<file path="src/hw/rtl/pcwc_pkg.sv">
// ----------------------------------------------------------------------------
// pcwc_pkg: shared types and constants of the pipe channel wake controller.
// Register offsets, command codes, error codes and the queue word format.
// ----------------------------------------------------------------------------
package pcwc_pkg;

  localparam int NUM_PIPES = 16;
  localparam int SLOT_W    = $clog2(NUM_PIPES);
  localparam int CNT_W     = $clog2(NUM_PIPES + 1);

  // Item kinds.
  localparam logic [1:0] KIND_WRITE = 2'd0;
  localparam logic [1:0] KIND_READ  = 2'd1;
  localparam logic [1:0] KIND_WAKE  = 2'd2;
  localparam logic [1:0] KIND_CLOSE = 2'd3;

  // Register offsets.
  localparam logic [5:0] OFF_CMD    = 6'h00;
  localparam logic [5:0] OFF_STATUS = 6'h04;
  localparam logic [5:0] OFF_CH_LO  = 6'h08;
  localparam logic [5:0] OFF_SIZE   = 6'h0c;
  localparam logic [5:0] OFF_ADR_LO = 6'h10;
  localparam logic [5:0] OFF_WAKES  = 6'h14;
  localparam logic [5:0] OFF_VER    = 6'h24;
  localparam logic [5:0] OFF_CH_HI  = 6'h30;
  localparam logic [5:0] OFF_ADR_HI = 6'h34;

  // Guest commands.
  localparam logic [31:0] OPC_OPEN     = 32'd1;
  localparam logic [31:0] OPC_CLOSE    = 32'd2;
  localparam logic [31:0] OPC_POLL     = 32'd3;
  localparam logic [31:0] OPC_SEND     = 32'd4;
  localparam logic [31:0] OPC_WAKE_WR  = 32'd5;
  localparam logic [31:0] OPC_RECV     = 32'd6;
  localparam logic [31:0] OPC_WAKE_RD  = 32'd7;

  // Backend request codes.
  localparam logic [2:0] BOP_NONE  = 3'd0;
  localparam logic [2:0] BOP_OPEN  = 3'd1;
  localparam logic [2:0] BOP_CLOSE = 3'd2;
  localparam logic [2:0] BOP_POLL  = 3'd3;
  localparam logic [2:0] BOP_RECV  = 3'd4;
  localparam logic [2:0] BOP_SEND  = 3'd5;
  localparam logic [2:0] BOP_WAKE  = 3'd6;

  localparam logic [31:0] ERR_INVAL = 32'hFFFF_FFFF;
  localparam logic [31:0] ERR_IO    = 32'hFFFF_FFFC;
  localparam logic [31:0] VERSION   = 32'd1;

  // One classified word from the front to the back.
  typedef struct packed {
    logic [1:0]  kind;
    logic [5:0]  offset;
    logic [31:0] wdata;
    logic [63:0] ev_channel;
    logic [2:0]  ev_flags;
    logic [31:0] bstatus;
  } item_t;

  localparam int QDEPTH = 2;

endpackage

</file>
<file path="src/hw/rtl/pcwc_front.sv">
// ----------------------------------------------------------------------------
// pcwc_front: command front end.
// Accepts words from the command port and queues them for the back end.
// ----------------------------------------------------------------------------
module pcwc_front (
  input  logic           clk,
  input  logic           rst_n,
  input  logic           push,
  input  pcwc_pkg::item_t push_item,
  output logic           full,
  input  logic           pop,
  output logic           not_empty,
  output pcwc_pkg::item_t head
);
  import pcwc_pkg::*;

  item_t q_r [QDEPTH];
  logic  wp_r, rp_r;
  logic [1:0] cnt_r;

  assign full      = (cnt_r == 2'(QDEPTH));
  assign not_empty = (cnt_r != 2'd0);
  assign head      = q_r[rp_r];

  // Two-entry queue of classified words.
  always_ff @(posedge clk) begin
    if (push) q_r[wp_r] <= push_item;
    if (!rst_n) begin
      wp_r <= 1'b0;
      rp_r <= 1'b0;
      cnt_r <= 2'd0;
    end else begin
      if (push) wp_r <= ~wp_r;
      if (pop) rp_r <= ~rp_r;
      cnt_r <= cnt_r + 2'(push) - 2'(pop);
    end
  end
endmodule

</file>
<file path="src/hw/rtl/pcwc_back.sv">
// ----------------------------------------------------------------------------
// pcwc_back: command execution.
// Looks up channels, updates slot table and signal stack, builds the result.
// ----------------------------------------------------------------------------
module pcwc_back (
  input  logic            clk,
  input  logic            rst_n,
  input  logic            avail,
  input  pcwc_pkg::item_t it,
  output logic            take,
  output logic            out_valid,
  output logic [31:0]     out_read_data,
  output logic            out_irq,
  output logic [2:0]      out_backend_op,
  output logic [63:0]     out_backend_channel,
  output logic [63:0]     out_backend_address,
  output logic [31:0]     out_backend_size,
  output logic [2:0]      out_backend_wake_mask
);
  import pcwc_pkg::*;

  typedef enum logic [1:0] {S_IDLE, S_SCAN, S_EXEC, S_UNLINK} state_t;

  state_t state_r;
  item_t  it_r;
  logic [SLOT_W-1:0] idx_r;
  logic hit_r, free_ok_r;
  logic [SLOT_W-1:0] hit_slot_r, free_slot_r;
  logic [SLOT_W-1:0] ul_slot_r;
  logic [CNT_W-1:0]  rd_r, wr_r;

  logic [NUM_PIPES-1:0] valid_r, closed_r;
  logic [2:0]  wanted_r [NUM_PIPES];
  logic [63:0] chan_mem [NUM_PIPES];
  logic [SLOT_W-1:0] stack_r [NUM_PIPES];
  logic [NUM_PIPES-1:0] onstk_r;
  logic [CNT_W-1:0] count_r;
  logic cvalid_r;
  logic [SLOT_W-1:0] cslot_r;
  logic [63:0] xaddr_r, chword_r;
  logic [31:0] xsize_r, status_r;
  logic [2:0]  wakes_r;
  logic        irq_r;

  logic [63:0] key;
  logic        match;
  logic [SLOT_W-1:0] top;

  assign key   = (it_r.kind == KIND_WRITE) ? chword_r : it_r.ev_channel;
  assign match = valid_r[idx_r] && (chan_mem[idx_r] == key);
  assign top   = stack_r[count_r[SLOT_W-1:0] - SLOT_W'(1)];
  assign take  = (state_r == S_IDLE) && avail;
  assign out_irq = irq_r;

  // Scan sequencer, executor and result register.
  always_ff @(posedge clk) begin
    logic hit_on_stack;
    logic [SLOT_W-1:0] s;
    logic [SLOT_W-1:0] ps;
    logic got;
    logic [2:0] bit_m;
    logic [2:0] nw;
    hit_on_stack = 1'b0;
    s = hit_slot_r;
    ps = '0;
    got = 1'b0;
    bit_m = 3'd0;
    nw = 3'd0;
    out_valid <= 1'b0;
    if (!rst_n) begin
      state_r <= S_IDLE;
      valid_r <= '0; closed_r <= '0; onstk_r <= '0;
      for (int i = 0; i < NUM_PIPES; i++) wanted_r[i] <= 3'd0;
      count_r <= '0; cvalid_r <= 1'b0; cslot_r <= '0;
      xaddr_r <= '0; chword_r <= '0; xsize_r <= '0; status_r <= '0;
      wakes_r <= '0; irq_r <= 1'b0;
    end else begin
      unique case (state_r)
        S_IDLE: if (avail) begin
          it_r <= it; idx_r <= '0; hit_r <= 1'b0; free_ok_r <= 1'b0;
          state_r <= S_SCAN;
        end
        // One slot compared per cycle.
        S_SCAN: begin
          if (match && !hit_r) begin hit_r <= 1'b1; hit_slot_r <= idx_r; end
          if (!valid_r[idx_r] && !free_ok_r) begin
            free_ok_r <= 1'b1; free_slot_r <= idx_r;
          end
          idx_r <= idx_r + SLOT_W'(1);
          if (idx_r == SLOT_W'(NUM_PIPES - 1)) state_r <= S_EXEC;
        end
        S_EXEC: begin
          state_r <= S_IDLE;
          out_valid <= 1'b1;
          out_read_data <= '0; out_backend_op <= BOP_NONE;
          out_backend_channel <= '0; out_backend_address <= '0;
          out_backend_size <= '0; out_backend_wake_mask <= '0;
          hit_on_stack = onstk_r[s] || (cvalid_r && cslot_r == s);
          case (it_r.kind)
            KIND_WRITE: begin
              case (it_r.offset)
                OFF_SIZE:   xsize_r <= it_r.wdata;
                OFF_ADR_LO: xaddr_r[31:0] <= it_r.wdata;
                OFF_ADR_HI: xaddr_r[63:32] <= it_r.wdata;
                OFF_CH_LO:  chword_r[31:0] <= it_r.wdata;
                OFF_CH_HI:  chword_r[63:32] <= it_r.wdata;
                OFF_CMD: begin
                  if (it_r.wdata != OPC_OPEN && !hit_r) status_r <= ERR_INVAL;
                  else if (hit_r && closed_r[s] && it_r.wdata != OPC_CLOSE)
                    status_r <= ERR_IO;
                  else begin
                    case (it_r.wdata) inside
                      OPC_OPEN: begin
                        if (hit_r || !free_ok_r) status_r <= ERR_INVAL;
                        else begin
                          valid_r[free_slot_r] <= 1'b1;
                          closed_r[free_slot_r] <= 1'b0;
                          wanted_r[free_slot_r] <= 3'd0;
                          chan_mem[free_slot_r] <= chword_r;
                          status_r <= '0;
                          out_backend_op <= BOP_OPEN;
                          out_backend_channel <= chword_r;
                        end
                      end
                      OPC_CLOSE: begin
                        valid_r[s] <= 1'b0; closed_r[s] <= 1'b0;
                        wanted_r[s] <= 3'd0;
                        if (cvalid_r && cslot_r == s) cvalid_r <= 1'b0;
                        out_backend_op <= BOP_CLOSE;
                        out_backend_channel <= chword_r;
                        if (onstk_r[s]) begin
                          // Compact the stack over the following cycles.
                          out_valid <= 1'b0;
                          ul_slot_r <= s; rd_r <= '0; wr_r <= '0;
                          state_r <= S_UNLINK;
                        end
                      end
                      OPC_POLL: begin
                        status_r <= it_r.bstatus;
                        out_backend_op <= BOP_POLL;
                        out_backend_channel <= chword_r;
                      end
                      OPC_SEND, OPC_RECV: begin
                        status_r <= it_r.bstatus;
                        out_backend_op <= (it_r.wdata == OPC_RECV) ? BOP_RECV : BOP_SEND;
                        out_backend_channel <= chword_r;
                        out_backend_address <= xaddr_r;
                        out_backend_size <= xsize_r;
                      end
                      OPC_WAKE_WR, OPC_WAKE_RD: begin
                        bit_m = (it_r.wdata == OPC_WAKE_RD) ? 3'd2 : 3'd4;
                        if ((wanted_r[s] & bit_m) == 3'd0) begin
                          wanted_r[s] <= wanted_r[s] | bit_m;
                          out_backend_op <= BOP_WAKE;
                          out_backend_channel <= chword_r;
                          out_backend_wake_mask <= wanted_r[s] | bit_m;
                        end
                        status_r <= '0;
                      end
                      default: ;
                    endcase
                  end
                end
                default: ;
              endcase
            end
            KIND_READ: begin
              case (it_r.offset) inside
                OFF_STATUS: out_read_data <= status_r;
                OFF_WAKES:  out_read_data <= {29'd0, wakes_r};
                OFF_VER: begin
                  out_read_data <= VERSION;
                  valid_r <= '0; closed_r <= '0; onstk_r <= '0;
                  for (int i = 0; i < NUM_PIPES; i++) wanted_r[i] <= 3'd0;
                  count_r <= '0; cvalid_r <= 1'b0; cslot_r <= '0; irq_r <= 1'b0;
                end
                OFF_CH_LO, OFF_CH_HI: begin
                  if (cvalid_r) begin
                    got = 1'b1; ps = cslot_r; cvalid_r <= 1'b0;
                  end else if (count_r != '0) begin
                    got = 1'b1; ps = top;
                    count_r <= count_r - CNT_W'(1);
                    onstk_r[top] <= 1'b0;
                  end
                  if (!got) irq_r <= 1'b0;
                  else if (it_r.offset == OFF_CH_LO) begin
                    wakes_r <= wanted_r[ps];
                    wanted_r[ps] <= 3'd0;
                    out_read_data <= chan_mem[ps][31:0];
                  end else begin
                    cvalid_r <= 1'b1; cslot_r <= ps;
                    out_read_data <= chan_mem[ps][63:32];
                  end
                end
                default: ;
              endcase
            end
            default: begin
              // Host wake or host close.
              if (hit_r && (it_r.kind == KIND_WAKE || !closed_r[s])) begin
                nw = (it_r.kind == KIND_WAKE) ? it_r.ev_flags : 3'd1;
                if (it_r.kind == KIND_CLOSE) closed_r[s] <= 1'b1;
                wanted_r[s] <= wanted_r[s] | nw;
                if (!hit_on_stack && count_r < CNT_W'(NUM_PIPES)) begin
                  stack_r[count_r[SLOT_W-1:0]] <= s;
                  onstk_r[s] <= 1'b1;
                  count_r <= count_r + CNT_W'(1);
                end
                irq_r <= 1'b1;
              end
            end
          endcase
        end
        // Drop the closed slot from the stack, one entry per cycle.
        S_UNLINK: begin
          if (rd_r == count_r) begin
            count_r <= wr_r; onstk_r[ul_slot_r] <= 1'b0;
            out_valid <= 1'b1; state_r <= S_IDLE;
          end else begin
            if (stack_r[rd_r[SLOT_W-1:0]] != ul_slot_r) begin
              stack_r[wr_r[SLOT_W-1:0]] <= stack_r[rd_r[SLOT_W-1:0]];
              wr_r <= wr_r + CNT_W'(1);
            end
            rd_r <= rd_r + CNT_W'(1);
          end
        end
        default: state_r <= S_IDLE;
      endcase
    end
  end
endmodule

</file>
<file path="src/hw/rtl/pipe_channel_wake_controller.sv">
// ----------------------------------------------------------------------------
// pipe_channel_wake_controller: register front of a virtual pipe device.
// A word passes from the two-entry front queue through the slot scan (S_SCAN)
// to S_EXEC, which registers the result; a close of a signalled channel adds
// stack compaction (S_UNLINK). The queue accepts words while the back end works.
// Synchronous active-low reset clears all slots, the stack and registers;
// busy stays high while reset is held.
// The receiver cannot stall: out_valid is high for one cycle per word.
// ----------------------------------------------------------------------------
module pipe_channel_wake_controller (
  input  logic        clk,
  input  logic        rst_n,
  input  logic        start,
  output logic        busy,
  input  logic [1:0]  in_kind,
  input  logic [5:0]  in_reg_offset,
  input  logic [31:0] in_write_data,
  input  logic [63:0] in_event_channel,
  input  logic [2:0]  in_event_flags,
  input  logic signed [31:0] in_backend_status,
  output logic        out_valid,
  output logic [31:0] out_read_data,
  output logic        out_irq,
  output logic [2:0]  out_backend_op,
  output logic [63:0] out_backend_channel,
  output logic [63:0] out_backend_address,
  output logic [31:0] out_backend_size,
  output logic [2:0]  out_backend_wake_mask
);
  import pcwc_pkg::*;

  item_t in_item, head;
  logic  full, not_empty, take;

  assign in_item = '{kind: in_kind, offset: in_reg_offset, wdata: in_write_data,
                     ev_channel: in_event_channel, ev_flags: in_event_flags,
                     bstatus: in_backend_status};
  assign busy = full || !rst_n;

  pcwc_front u_front (
    .clk(clk), .rst_n(rst_n), .push(start && !busy), .push_item(in_item),
    .full(full), .pop(take), .not_empty(not_empty), .head(head)
  );

  pcwc_back u_back (
    .clk(clk), .rst_n(rst_n), .avail(not_empty), .it(head), .take(take),
    .out_valid(out_valid), .out_read_data(out_read_data),
    .out_irq(out_irq), .out_backend_op(out_backend_op),
    .out_backend_channel(out_backend_channel),
    .out_backend_address(out_backend_address),
    .out_backend_size(out_backend_size),
    .out_backend_wake_mask(out_backend_wake_mask)
  );
endmodule

</file>
<file path="config.mk">
export PLATFORM = sky130hd
export DESIGN_NAME = pipe_channel_wake_controller
export DESIGN_NICKNAME = d
export VERILOG_FILES = /design/src/hw/rtl/pcwc_pkg.sv /design/src/hw/rtl/pcwc_front.sv /design/src/hw/rtl/pcwc_back.sv /design/src/hw/rtl/pipe_channel_wake_controller.sv
export SDC_FILE = /design/constraint.sdc
export NUM_CORES = 2
export LEC_CHECK = 0
export CAP_MARGIN = 20
export CORE_MARGIN = 5
export CORE_UTILIZATION = 25
export CTS_CLUSTER_DIAMETER = 100
export DETAILED_ROUTE_END_ITERATION = 12
export DONT_BUFFER_PORTS = 1
export PLACE_DENSITY = 0.39
export SYNTH_ARGS = -nofsm -noshare
export SYNTH_HDL_FRONTEND = slang
export SYNTH_SLANG_ARGS = --single-unit
</file>
<file path="constraint.sdc">
create_clock -name clk -period 16.5 [get_ports clk]
set_clock_uncertainty 0.05 [all_clocks]
set_input_delay 0.825 -clock clk [delete_from_list [all_inputs] [get_ports clk]]
set_output_delay 0.825 -clock clk [all_outputs]
set_load 0.03 [all_outputs]
</file>
==> flow_summary_export.csv <==
group,metric,value,unit
clocking,ctsResizeCount,0,
worst_setup_path,crit_path_end_kind,"flop",
global_routing,grt_max_degree,148,
global_routing,overflow,0,
finish,fin_nets,7193,
clocking,cts_sinks,2052,
pwr,power.share.combinational,0.319,
clocking,clkLatencyLatePin,950,ps
detailed_routing,wire_per_inst,32.1,um
global_routing,grt_pass1_wl,528000,um
pwr,p_sw_frac,0.368,
worst_setup_path,rrSetupSlack,9160,ps
sta,hold_viol_final,0,
detailed_routing,drt-total-wl,388000,um
die,initial_utilization,0.251,
synthesis,ys_seq_area_frac,0.647,
synthesis,syn-cell-area,91000,sq um
clocking,clockBufferDepth,4,
global_routing,grt_usage,0.200,
worst_setup_path,cp-start-kind,"flop",
global_routing,grt_pass1_vias,61400,
worst_setup_path,critPathMaxFanout,78,
hold_path,hold_path_class,"in2reg",
synthesis,yosys_warnings,0,
clocking,clk_pin_slew,60,ps
run,cap_violations,0,
finish,final_common_cell,"edfxtp_1",
sta,finalSetupViolCount,0,
synthesis,synth_fa_ha_area_frac,0.00110,
synthesis,synth.avg_cell_area,13.1,sq um
pwr,p_leak,34.7,nW
die,ios,343,
sta,relSlewSlack,0.173,
sta,rsz0062_at_grt,"false",
sta,period_minus_slack,7340,ps
synthesis,synth_compound_area_frac,0.0669,
synthesis,syn_inst,6964,
global_routing,antenna_found_initial,80,
pwr,ir_drop,0.125,mV
clocking,cts_tree,"yes",
pwr,p_int,10.7,mW
synthesis,ys_ff_latch,2052,
worst_setup_path,crit_type,"reg2reg",
synthesis,synth-simple-area-share,0.126,
synthesis,synth_nets,7114,
clocking,cts_inserted_buffers,232,
finish,layout.cells.non_filler,12100,
pwr,clkPwrFrac,0.315,
worst_setup_path,required,17240,ps
synthesis,synth_edf_count,1779,
placed_design,gp_congestion,0.884,
detailed_routing,avgViaCountPerCell,5.19,
die,dieArea,376000,sq um
detailed_routing,num_vias,62700,
sta,max_freq,136,MHz
sta,finalSetupTns,0,ps
detailed_routing,drc,0,
sta,tightest_slew,1240,ps
synthesis,synth_top_family_by_area,"multiplexers",
detailed_routing,drtAntennaViolNets,0,
finish,layout_common_cells,"1779 x edfxtp_1, 1428 x nand2_1, 527 x a21oi_1",
finish,nFillCells,36400,
die,core-area,363000,sq um
synthesis,synthMuxAreaShare,0.128,
die,die_w,613,um
synthesis,synth_top_area_share,0.587,
detailed_routing,drt-initial-drc-count,7360,
synthesis,synth-xor-area-share,0.00759,
sta,final.period_utilization,0.445,
synthesis,synth_area_leaders,"edfxtp_1 59%, mux4_2 7.8%, dfxtp_1 6.0%",
synthesis,yosys.area.top_type,"edfxtp_1",
clocking,cts-htree-levels,4,
die,num_rows,221,
run_status,outcome,"complete, no violations",
pwr,seqPwrFrac,0.366,
pwr,total_power,16.9,mW
detailed_routing,drt-pass1-iter-count,6,
die,die_y,613,um
synthesis,synth.distinct_cells,84,
sta,drv_slew,0,
placed_design,dp_cells,11500,
clocking,post-cts-setup-buffers,0,
finish,drive_gt1_frac,0.159,
finish,syn_to_final_growth,16.6,%
pwr,power.switching,6.21,mW
placed_design,port_buffers,0,
synthesis,ys.flop_type,"edfxtp_1",
synthesis,postSynth.asyncResetShare,0,
worst_setup_path,worstPathArrival,8080,ps
clocking,root_buffer,"clkbuf_16",
pwr,power_density,159,nW/um^2
placed_design,dp_hpwl,246000,um
==> cells by family (layout without fill, tap and decap cells) <==
kind of cell / after synthesis / after routing
mux: 741 / 741
buf+inv: 503 / 780
simple gates: 2585 / 2585
other cells: 0 / 41
flops: 2052 / 2052
fa+ha+maj: 8 / 8
compound gates: 997 / 997
xor+xnor: 78 / 78
==> path summary, 6_finish.rpt <==
| path | startpoint | to | cells past startpoint |
|---|---|---|---|
| worst max-delay path | u_back.count_r[1] | u_back.out_read_data[13] | 16 |
| worst min register to register | u_back.xaddr_r[4] | u_back.xaddr_r[4] | 2 |
| worst max register to register | u_back.count_r[1] | u_back.out_read_data[13] | 16 |
| worst min-delay path | rst_n | u_front.cnt_r[0] | 1 |
==> synth_stat cells, drive strengths merged, types with 15 or more instances <==
library cell / count
a21oi: 530
a221oi: 23
a22oi: 16
a31o: 18
a31oi: 17
a32o: 18
a32oi: 27
and2: 174
and3: 19
buf: 145
clkbuf: 339
dfxtp: 273
edfxtp: 1779
inv: 17
mux2: 201
mux2i: 226
mux4: 314
nand2: 1435
nand2b: 23
nand3: 468
nand4: 16
nor2: 225
nor2b: 24
nor3: 74
nor4: 69
o211ai: 43
o21ai: 128
o221ai: 25
o22ai: 35
or2: 15
xnor2: 40
xor2: 38
==> metrics by stage <==
step                instance area [sq um]  hold slack (ps)   util  setup slack (ps)
finish                             106000              154  0.293              9160
global route                       106000              140  0.292              8790
CTS                                106000             13.1  0.292              9290
detailed placement                  96800              389  0.267              9290
global placement                    96800              383  0.267              9420
floorplan                           91000              374      -              1020
==> worst max-delay path, stage by stage, from the launching register on <==
cell and delay, ps:
dfxtp_1 590, inv_1 170, ha_1 730, buf_4 350, mux2i_1 100, nand3_1 110, nand4_1 270, o221ai_4 380
buf_4 690, buf_4 890, buf_4 840, buf_4 860, nand2_1 130, nand3_1 140, a21oi_1 80, nor4_1 350
a32o_1 210
==> cell type report <==
class                           instances  area [sq um]  area share
Antenna cell                           41           103    0.000967
Clock buffer                          314          6450      0.0608
Clock inverter                        118          1270      0.0120
Inverter                               19          86.3    0.000814
Multi-Input combinational cell       4409         30300       0.286
Sequential cell                      2052         58900       0.555
Tap cell                             4794          6000      0.0566
Timing Repair Buffer                  329          2960      0.0279
==> routing by layer <==
| layer | wire, um | up-vias | global-route usage |
|---|---|---|---|
| met5 | 224 | - | 0 |
| li1 | - | 26400 | - |
| met1 | 169000 | 32800 | 0.278 |
| met2 | 171000 | 2832 | 0.304 |
| met3 | 32800 | 592 | 0.0476 |
| met4 | 15100 | 34 | 0.0696 |
==> power by group through the flow <==
stage	logic [mW]	registers, mW	clock network, mW
after detailed placement	5.32	6.30	0
after CTS	5.37	6.19	5.45
after global routing	5.67	6.20	5.65
after floorplan	3.43	6.12	0
after global placement	5.33	6.30	0
final	5.39	6.19	5.31
==> state kept, by name, summed over array words and instances (netlist names), 48 cells and up, named ones only <==
signal and cells:
u_back.it_r 139, u_back.out_backend_channel 64, u_back.chan_mem 1024, u_back.out_backend_address 64, u_front.q_r 278, u_back.wanted_r 48, u_back.chword_r 64, u_back.xaddr_r 64
u_back.stack_r 64
==> what timing repair did <==
action	4_1_cts	5_1_grt
endpoints found under the hold margin	278	0
endpoints found under the setup margin	0	0
hold buffers	139	0
Note: power is estimated with default switching activity, not from simulation.
